$ cat src/sv/sdtq_pkg.sv
package sdtq_pkg;

    // command codes carried in the input tuser
    localparam logic [1:0] CMD_REGISTER = 2'd0;
    localparam logic [1:0] CMD_ADJUST   = 2'd1;
    localparam logic [1:0] CMD_QUERY    = 2'd2;
    localparam logic [1:0] CMD_TICK     = 2'd3;

    // result kinds carried in the output tuser
    localparam logic [1:0] KIND_REG_ACK = 2'd0;
    localparam logic [1:0] KIND_ADJ_ACK = 2'd1;
    localparam logic [1:0] KIND_REMAIN  = 2'd2;
    localparam logic [1:0] KIND_FIRED   = 2'd3;

    // result status codes
    localparam logic [1:0] ST_DONE      = 2'd0;
    localparam logic [1:0] ST_BAD_DELAY = 2'd1;
    localparam logic [1:0] ST_FULL      = 2'd2;
    localparam logic [1:0] ST_NOT_FOUND = 2'd3;

    // operations broadcast to every cell
    localparam logic [1:0] OP_NONE   = 2'd0;
    localparam logic [1:0] OP_INSERT = 2'd1;
    localparam logic [1:0] OP_REMOVE = 2'd2;
    localparam logic [1:0] OP_POP    = 2'd3;

    // most timers fired by one tick
    localparam int MAX_FIRE = 16;

    typedef struct packed {
        logic        valid;
        logic [7:0]  id;
        logic [31:0] start;
        logic [31:0] deadline;
    } t_entry;

    typedef struct packed {
        logic [1:0]  op;
        logic [7:0]  key;
        logic [31:0] start;
        logic [31:0] deadline;
    } t_cell_ctl;

endpackage

$ cat src/sv/sdtq_cell.sv
module sdtq_cell
    import sdtq_pkg::*;
(
    input  logic      i_clk,
    input  logic      i_rst_n,
    input  t_cell_ctl i_ctl,
    input  t_entry    i_left,
    input  logic      i_left_stay,
    input  t_entry    i_right,
    input  logic      i_seen_in,
    output t_entry    o_entry,
    output logic      o_stay,
    output logic      o_seen,
    output logic      o_first
);

    logic        r_valid;
    logic [7:0]  r_id;
    logic [31:0] r_start;
    logic [31:0] r_deadline;
    t_entry      n_entry;
    logic        w_match;

    assign o_entry = '{valid: r_valid, id: r_id, start: r_start, deadline: r_deadline};

    // keep place on insert when this deadline is not later than the new one
    assign o_stay  = r_valid && ($signed(r_deadline) <= $signed(i_ctl.deadline));

    // earliest-match chain for id lookup
    assign w_match = r_valid && (r_id == i_ctl.key);
    assign o_seen  = i_seen_in | w_match;
    assign o_first = w_match & ~i_seen_in;

    // select next contents: hold, take new timer, shift from left or right
    always_comb begin
        n_entry = o_entry;
        case (i_ctl.op)
            OP_INSERT: begin
                if (!o_stay) begin
                    if (i_left_stay) begin
                        n_entry = '{valid: 1'b1, id: i_ctl.key, start: i_ctl.start,
                                    deadline: i_ctl.deadline};
                    end else begin
                        n_entry = i_left;
                    end
                end
            end
            OP_REMOVE: begin
                if (o_seen) begin
                    n_entry = i_right;
                end
            end
            OP_POP: begin
                n_entry = i_right;
            end
            default: begin
                n_entry = o_entry;
            end
        endcase
    end

    always_ff @(posedge i_clk) begin
        if (!i_rst_n) begin
            r_valid <= 1'b0;
        end else begin
            r_valid <= n_entry.valid;
        end
    end

    always_ff @(posedge i_clk) begin
        r_id       <= n_entry.id;
        r_start    <= n_entry.start;
        r_deadline <= n_entry.deadline;
    end

endmodule

$ cat src/sv/sorted_deadline_timer_queue.sv
// Sequence: a command word is captured on acceptance and runs in S_EXEC; register, query
// and unmatched or canceling adjust words load their result word there, while a re-inserting
// adjust removes the timer there and loads its result word from S_REINS. A tick goes from
// S_EXEC to S_FIRE and gives one fired word per cycle while the output is free (at most 16
// per tick). A new word is taken only back in S_IDLE; a repeated tick time goes straight there.
// Reset (synchronous, active low) empties all cells and sets the last tick time to zero.
module sorted_deadline_timer_queue
    import sdtq_pkg::*;
#(
    parameter int DEPTH = 16
) (
    input  logic        i_clk,
    input  logic        i_rst_n,
    input  logic        i_s_axis_tvalid,
    output logic        o_s_axis_tready,
    input  logic [71:0] i_s_axis_tdata,  // id[7:0], delay[39:8], now_ms[71:40]
    input  logic [1:0]  i_s_axis_tuser,  // command[1:0]
    output logic        o_m_axis_tvalid,
    input  logic        i_m_axis_tready,
    output logic [47:0] o_m_axis_tdata,  // fired_id[7:0], time_value[38:8], status[40:39], zero
    output logic [1:0]  o_m_axis_tuser,  // kind[1:0]
    output logic        o_m_axis_tlast
);

    localparam logic [1:0] S_IDLE  = 2'd0;
    localparam logic [1:0] S_EXEC  = 2'd1;
    localparam logic [1:0] S_REINS = 2'd2;
    localparam logic [1:0] S_FIRE  = 2'd3;
    localparam int CNT_W = $clog2(MAX_FIRE + 1);

    logic [1:0]       r_state, n_state;
    logic [1:0]       r_cmd;
    logic [7:0]       r_id;
    logic [31:0]      r_dly;
    logic [31:0]      r_now;
    logic [31:0]      r_last_tick, n_last_tick;
    logic [31:0]      r_adj_start, r_adj_dl;
    logic [CNT_W-1:0] r_cnt, n_cnt;

    logic             r_out_valid;
    logic [1:0]       r_out_kind, n_out_kind;
    logic [7:0]       r_out_id, n_out_id;
    logic [30:0]      r_out_tv, n_out_tv;
    logic [1:0]       r_out_st, n_out_st;
    logic             r_out_last, n_out_last;
    logic             w_load;

    t_cell_ctl        w_ctl;
    t_entry           w_entry [DEPTH];
    logic [DEPTH:0]   w_stay;
    logic [DEPTH:0]   w_seen;
    logic [DEPTH-1:0] w_first;
    logic [DEPTH-1:0] w_valid;
    logic [DEPTH:0]   w_due;
    logic [31:0]      w_found_start, w_found_dl;
    logic             w_out_free, w_accept, w_dly_ok;
    logic [31:0]      w_remain, w_elapsed;
    logic             w_next_due;

    assign w_stay[0] = 1'b1;
    assign w_seen[0] = 1'b0;
    assign w_due[DEPTH] = 1'b0;

    // row of timer cells, kept sorted by deadline
    for (genvar g = 0; g < DEPTH; g++) begin : g_cell
        t_entry w_left, w_right;
        if (g == 0) begin : g_head
            assign w_left = '0;
        end else begin : g_mid
            assign w_left = w_entry[g-1];
        end
        if (g == DEPTH - 1) begin : g_tail
            assign w_right = '0;
        end else begin : g_body
            assign w_right = w_entry[g+1];
        end
        sdtq_cell u_cell (
            .i_clk       (i_clk),
            .i_rst_n     (i_rst_n),
            .i_ctl       (w_ctl),
            .i_left      (w_left),
            .i_left_stay (w_stay[g]),
            .i_right     (w_right),
            .i_seen_in   (w_seen[g]),
            .o_entry     (w_entry[g]),
            .o_stay      (w_stay[g+1]),
            .o_seen      (w_seen[g+1]),
            .o_first     (w_first[g])
        );
        assign w_valid[g] = w_entry[g].valid;
        assign w_due[g]   = w_entry[g].valid &&
                            ($signed(w_entry[g].deadline) <= $signed(r_now));
    end

    // pick the fields of the earliest matching timer
    always_comb begin
        w_found_start = '0;
        w_found_dl    = '0;
        for (int i = 0; i < DEPTH; i++) begin
            if (w_first[i]) begin
                w_found_start = w_found_start | w_entry[i].start;
                w_found_dl    = w_found_dl | w_entry[i].deadline;
            end
        end
    end

    assign w_out_free = !r_out_valid || i_m_axis_tready;
    assign w_accept   = i_s_axis_tvalid && (r_state == S_IDLE);
    assign w_dly_ok   = !r_dly[31] && (r_dly != 32'd0);
    assign w_remain   = w_found_dl - r_now;
    assign w_elapsed  = r_now - w_entry[0].start;
    assign w_next_due = w_due[1] && (r_cnt < CNT_W'(MAX_FIRE - 1));

    // sequence each command and drive the cell row
    always_comb begin
        n_state     = r_state;
        n_last_tick = r_last_tick;
        n_cnt       = r_cnt;
        w_ctl       = '{op: OP_NONE, key: r_id, start: r_now, deadline: r_now + r_dly};
        w_load      = 1'b0;
        n_out_kind  = r_out_kind;
        n_out_id    = r_id;
        n_out_tv    = '0;
        n_out_st    = ST_DONE;
        n_out_last  = 1'b1;
        case (r_state)
            S_IDLE: begin
                if (w_accept) begin
                    n_state = S_EXEC;
                end
            end
            S_EXEC: begin
                case (r_cmd)
                    CMD_REGISTER: begin
                        if (w_out_free) begin
                            w_load     = 1'b1;
                            n_out_kind = KIND_REG_ACK;
                            n_state    = S_IDLE;
                            if (!w_dly_ok) begin
                                n_out_st = ST_BAD_DELAY;
                            end else if (w_valid[DEPTH-1]) begin
                                n_out_st = ST_FULL;
                            end else begin
                                w_ctl.op = OP_INSERT;
                            end
                        end
                    end
                    CMD_ADJUST: begin
                        if (w_out_free) begin
                            n_out_kind = KIND_ADJ_ACK;
                            if (!w_seen[DEPTH]) begin
                                w_load   = 1'b1;
                                n_out_st = ST_NOT_FOUND;
                                n_state  = S_IDLE;
                            end else begin
                                w_ctl.op = OP_REMOVE;
                                if (w_dly_ok) begin
                                    n_state = S_REINS;
                                end else begin
                                    w_load   = 1'b1;
                                    n_out_st = ST_BAD_DELAY;
                                    n_state  = S_IDLE;
                                end
                            end
                        end
                    end
                    CMD_QUERY: begin
                        if (w_out_free) begin
                            w_load     = 1'b1;
                            n_out_kind = KIND_REMAIN;
                            n_state    = S_IDLE;
                            if (!w_seen[DEPTH]) begin
                                n_out_st = ST_NOT_FOUND;
                            end else if (!w_remain[31]) begin
                                n_out_tv = w_remain[30:0];
                            end
                        end
                    end
                    default: begin
                        if (r_now == r_last_tick) begin
                            n_state = S_IDLE;
                        end else begin
                            n_last_tick = r_now;
                            n_cnt       = '0;
                            n_state     = S_FIRE;
                        end
                    end
                endcase
            end
            S_REINS: begin
                if (w_out_free) begin
                    w_ctl      = '{op: OP_INSERT, key: r_id, start: r_adj_start,
                                   deadline: r_adj_dl};
                    w_load     = 1'b1;
                    n_out_kind = KIND_ADJ_ACK;
                    n_state    = S_IDLE;
                end
            end
            default: begin
                // fire due timers from the head, one per cycle while the output is free
                if (!w_due[0]) begin
                    n_state = S_IDLE;
                end else if (w_out_free) begin
                    w_ctl.op   = OP_POP;
                    w_load     = 1'b1;
                    n_out_kind = KIND_FIRED;
                    n_out_id   = w_entry[0].id;
                    n_out_tv   = w_elapsed[31] ? 31'd0 : w_elapsed[30:0];
                    n_out_last = !w_next_due;
                    n_cnt      = r_cnt + CNT_W'(1);
                    if (!w_next_due) begin
                        n_state = S_IDLE;
                    end
                end
            end
        endcase
    end

    // control state
    always_ff @(posedge i_clk) begin
        if (!i_rst_n) begin
            r_state     <= S_IDLE;
            r_last_tick <= '0;
            r_cnt       <= '0;
            r_out_valid <= 1'b0;
        end else begin
            r_state     <= n_state;
            r_last_tick <= n_last_tick;
            r_cnt       <= n_cnt;
            if (w_load) begin
                r_out_valid <= 1'b1;
            end else if (i_m_axis_tready) begin
                r_out_valid <= 1'b0;
            end
        end
    end

    // capture the command word and the adjusted timer
    always_ff @(posedge i_clk) begin
        if (w_accept) begin
            r_cmd <= i_s_axis_tuser;
            r_id  <= i_s_axis_tdata[7:0];
            r_dly <= i_s_axis_tdata[39:8];
            r_now <= i_s_axis_tdata[71:40];
        end
        if (r_state == S_EXEC) begin
            r_adj_start <= w_found_start;
            r_adj_dl    <= w_found_dl + r_dly;
        end
    end

    // output word register
    always_ff @(posedge i_clk) begin
        if (w_load) begin
            r_out_kind <= n_out_kind;
            r_out_id   <= n_out_id;
            r_out_tv   <= n_out_tv;
            r_out_st   <= n_out_st;
            r_out_last <= n_out_last;
        end
    end

    assign o_s_axis_tready = (r_state == S_IDLE);
    assign o_m_axis_tvalid = r_out_valid;
    assign o_m_axis_tdata  = {7'd0, r_out_st, r_out_tv, r_out_id};
    assign o_m_axis_tuser  = r_out_kind;
    assign o_m_axis_tlast  = r_out_last;

`ifndef SYNTH
    // occupied cells always form a prefix of the row
    a_prefix: assert property (@(posedge i_clk) disable iff (!i_rst_n)
        ((w_valid + DEPTH'(1)) & w_valid) == '0)
        else $error("timer cells not contiguous");

    // a tick never fires more than the per-tick limit
    a_fire_cnt: assert property (@(posedge i_clk) disable iff (!i_rst_n)
        r_cnt <= CNT_W'(MAX_FIRE))
        else $error("fire count over limit");

    // fired words always carry done status
    a_fired_status: assert property (@(posedge i_clk) disable iff (!i_rst_n)
        (r_out_valid && r_out_kind == KIND_FIRED) |-> (r_out_st == ST_DONE))
        else $error("fired word with nonzero status");

    // a cell row change happens only while a command is in progress
    a_idle_quiet: assert property (@(posedge i_clk) disable iff (!i_rst_n)
        (r_state == S_IDLE) |=> $stable(w_valid) || $past(r_state) != S_IDLE)
        else $error("timer row changed while idle");
`endif

endmodule

$ cat config.mk
export PLATFORM = sky130hd
export DESIGN_NAME = sorted_deadline_timer_queue
export DESIGN_NICKNAME = d
export VERILOG_FILES = /design/src/sv/sdtq_pkg.sv /design/src/sv/sdtq_cell.sv /design/src/sv/sorted_deadline_timer_queue.sv
export SDC_FILE = /design/constraint.sdc
export NUM_CORES = 2
export LEC_CHECK = 0
export BUFFER_PORTS_ARGS = -buffer_cell sky130_fd_sc_hd__buf_2
export CORE_MARGIN = 5
export CORE_UTILIZATION = 35
export CTS_CLUSTER_DIAMETER = 30
export CTS_CLUSTER_SIZE = 25
export DETAILED_ROUTE_END_ITERATION = 10
export PLACE_DENSITY = 0.47
export SETUP_SLACK_MARGIN = 0.02
export SLEW_MARGIN = 10
export SYNTH_ARGS = -nofsm -noshare
export SYNTH_HDL_FRONTEND = slang
export SYNTH_SLANG_ARGS = --single-unit
$ cat constraint.sdc
create_clock -name i_clk -period 8.5 [get_ports i_clk]
set_input_delay 0 -clock i_clk [delete_from_list [all_inputs] [get_ports i_clk]]
set_output_delay 0 -clock i_clk [all_outputs]
set_load 0.05 [all_outputs]
==> flow_metrics.py <==
metrics = {
    "timing": {
        "period_needed_ps": 8430,
        "fmax_mhz": 119,
        "slew_viol_final": 0,
        "slew_headroom_pct": 14.4,
        "period_share_pct": 99.2,
        "finalSetupViolCount": 0,
        "worstMarginPinSlew_ps": 1280,
        "rsz0062_at_grt": "no",
        "hold_viol": 0,
        "fin_tns_setup_ps": 0,
        "skew_ps": 110,
    },
    "place": {
        "place_congestion": 0.974,
        "portBuffers": 123,
        "dpl_cell_area_mm2": 0.101,
        "dp_hpwl_um": 313000,
        "place_inst": 13100,
    },
    "synthesis": {
        "syn_inst": 9535,
        "seq_area_frac_synth_pct": 44.1,
        "synth_warnings": 0,
        "synth_area_mm2": 0.0934,
        "synth.top_cell.area_share_pct": 42.9,
        "ys_ff_latch": 1390,
        "async_flop_share_pct": 0,
        "synth.area.top_cells": "edfxtp_1 43%, mux2i_1 9.7%, ha_1 9.5%, nand2_1 5.3%, a21oi_1 3.7%",
        "synth_edf_count": 1334,
        "synth_top_cell_by_area": "edfxtp_1",
        "synth.distinct_cells": 93,
        "syn_area_per_cell_um2": 9.80,
        "synth_ff_type": "edfxtp_1",
    },
    "critical_path": {
        "critical_path_class": "flip-flop to flip-flop",
        "startpoint": "r_dly[0]",
        "reg2reg_from": "r_dly[0]",
        "cp.arrival_ps": 8960,
        "start_kind": "flip-flop",
        "cp_max_fo": 33,
        "end_kind": "flip-flop",
        "required_ps": 9030,
    },
    "power": {
        "ir_drop_v": 0.000194,
        "powerDensity_mw_per_mm2": 264,
        "p_leak_nw": 47.4,
    },
    "run": {
        "drv_cap": 0,
    },
    "global_routing": {
        "grt_pass1_vias": 81000,
        "grt_pass1_wl_um": 613000,
        "antenna_found_initial": 26,
        "grt_overflow": 0,
        "grt_usage_pct": 30.3,
        "grt_start_max_net_pins": 210,
    },
    "final_layout": {
        "syn_to_final_growth_pct": 25.4,
        "layout.nets": 10900,
        "design_area_mm2": 0.117,
        "drive_gt1_share_pct": 13.5,
        "layoutNonFillerInstCount": 14000,
    },
    "floorplanning": {
        "rows": 189,
        "die_area_mm2": 0.277,
        "die_x_um": 527,
        "coreArea_mm2": 0.265,
        "ioPinCount": 131,
        "fp.dieH_um": 527,
        "start_util_pct": 35.2,
    },
    "routing": {
        "ant_nets": 0,
        "drt_iter0_markers": 10800,
        "dr.pass1.iters": 8,
        "vias": 84500,
        "drc_errors": 0,
        "wl_um": 439000,
        "vias_per_cell": 6.02,
        "post_drt_wl_per_cell_um": 31.3,
    },
    "hold_path": {
        "holdCritPathClass": "primary input to flip-flop",
        "min-delay-start": "i_s_axis_tdata[8]",
    },
    "cts": {
        "cts-root-buf": "clkbuf_16",
        "numCtsBuffers": 429,
        "clkLatencyLatePin_ps": 950,
        "cts_tree": "yes",
        "cts_buffer_depth": 4,
        "cts-htree-levels": 5,
        "path_clk_slew_ps": 40,
        "clock_sinks": 1390,
    },
    "run_status": {
        "status": "finished, final reports clean",
    },
}
## cell usage after synthesis, drive strengths merged, types with 8 or more instances
cell	number
nand2	1309
o21bai	16
and4	13
or2	12
or4	8
a21boi	12
ha	710
a31oi	112
edfxtp	1334
o211a	9
a21oi	696
a221o	12
a222oi	97
nor3	89
xnor2	196
o31ai	19
nor2	850
clkbuf	413
mux2i	908
buf	235
o22ai	15
mux2	10
a21o	179
and2	17
nand2b	28
a221oi	100
a22oi	96
and3	55
nand3b	10
nand4	158
nand3	159
a211o	20
inv	168
o31a	9
o21a	30
a211oi	85
o211ai	33
a22o	57
o21ai	888
nor4	42
dfxtp	56
xor2	70
a2111oi	10
nor2b	95
or3	15
## critical path: stages, from the launching register on
cell and delay (ps):
edfxtp_1 430, ha_1 270, fa_1 420, a21oi_1 290, o211a_1 270, o21ai_0 140
o21ba_2 290, a32oi_1 310, a31oi_1 250, a31o_2 320, a211oi_4 480, nand2_1 90
buf_4 200, clkinvlp_4 260, buf_4 250, ha_1 130, and2_1 200, nand4_1 380
or4_4 770, or3_1 570, o221ai_4 360, xor2_2 220, o21ai_4 280, a21oi_1 150
a31oi_4 180, buf_4 160, buf_12 290
## metrics by stage
step / power [mW] / hold slack, ps / worst slack (ps) / util [%]
floorplan: 12.2 / 98.9 / 208 / -
CTS: 30.8 / 7.64 / 112 / 44.1
finish: 30.9 / 49.1 / 70.5 / 44.1
detailed placement: 15.1 / 178 / -728 / 38.1
global route: 31.9 / 38.9 / 28.0 / 44.1
global placement: 15.0 / 177 / -699 / 38.1
## placed cells by master (no fill, tap or decap), types with 72 or more instances in the layout
master | Yosys | layout
edfxtp_1 | 1334 | 1334
a211oi_1 | 83 | 80
o21ai_0 | 433 | 431
clkinv_1 | 3 | 88
nand2_1 | 1308 | 1304
mux2i_1 | 908 | 908
a21oi_1 | 695 | 692
a31oi_1 | 111 | 110
o21ai_1 | 451 | 442
clkbuf_16 | 0 | 432
buf_12 | 0 | 91
a222oi_1 | 97 | 97
nand4_1 | 157 | 157
a221oi_1 | 100 | 100
nor2b_1 | 95 | 93
inv_1 | 167 | 163
nand3_1 | 159 | 157
a21o_1 | 179 | 178
nor3_1 | 85 | 80
ha_1 | 710 | 709
buf_2 | 135 | 123
a22oi_1 | 96 | 96
buf_4 | 40 | 449
clkinv_2 | 0 | 72
dlygate4sd3_1 | 0 | 151
clkbuf_1 | 412 | 90
xnor2_1 | 196 | 196
nor2_1 | 850 | 845
## logic make-up after synthesis
group / synth area share, %
compound gates: 16.8
xor+xnor: 2.52
fa+ha+maj: 9.60
buf+inv: 3.77
flops: 44.1
mux: 9.85
other cells: 0.00401
simple gates: 13.3
## path summary, 6_finish.rpt
path | cells after the start | end | slack (ps)
worst min-delay path | 2 | r_dly[0] | 50
worst max register to register | 26 | g_cell[12].u_cell.r_deadline[11] | 70
worst max-delay path | 26 | g_cell[12].u_cell.r_deadline[11] | 70
worst min register to register | 2 | r_last_tick[20] | 520
## repair_timing
action	in CTS	in global routing
setup buffers	0	9
hold buffers	151	0
endpoints found under the setup margin	207	245
cloned	0	2
resized for setup	8	12
endpoints found under the hold margin	142	0
pin swaps	0	1
## flip-flops by register name, summed over array words and instances (netlist names), 5 cells and up
| register | count |
|---|---|
| g_cell.u_cell.r_deadline | 512 |
| g_cell.u_cell.r_start | 512 |
| r_out_id | 8 |
| r_adj_dl | 32 |
| r_now | 32 |
| g_cell.u_cell.r_valid | 16 |
| r_cnt | 5 |
| r_adj_start | 32 |
| r_id | 8 |
| r_last_tick | 32 |
| r_dly | 32 |
| g_cell.u_cell.r_id | 128 |
| r_out_tv | 31 |
## metal layers
metal | global-route usage, % | share of wire (%)
met1 | 40.6 | 42
met2 | 45.8 | 43
met3 | 7.71 | 10
met4 | 13.9 | 5.3
met5 | 0 | 0.036
## final cells by class
cell class,count,area [um2]
Timing Repair Buffer,818,7380
Tap cell,3533,4420
Clock inverter,257,2820
Clock buffer,535,11300
Multi-Input combinational cell,7333,49300
Sequential cell,1390,41200
Inverter,171,656
Antenna cell,10,25.0
Fill cell,25300,148000
## power breakdown
group          leakage, nW  total, mW  switching [mW]  internal [mW]
combinational         27.9       6.75            4.48           2.28
sequential            12.6       8.56           0.447           8.12
clock                 6.83       15.6            4.82           10.8
No activity file was read; power rests on OpenSTA's default activity.
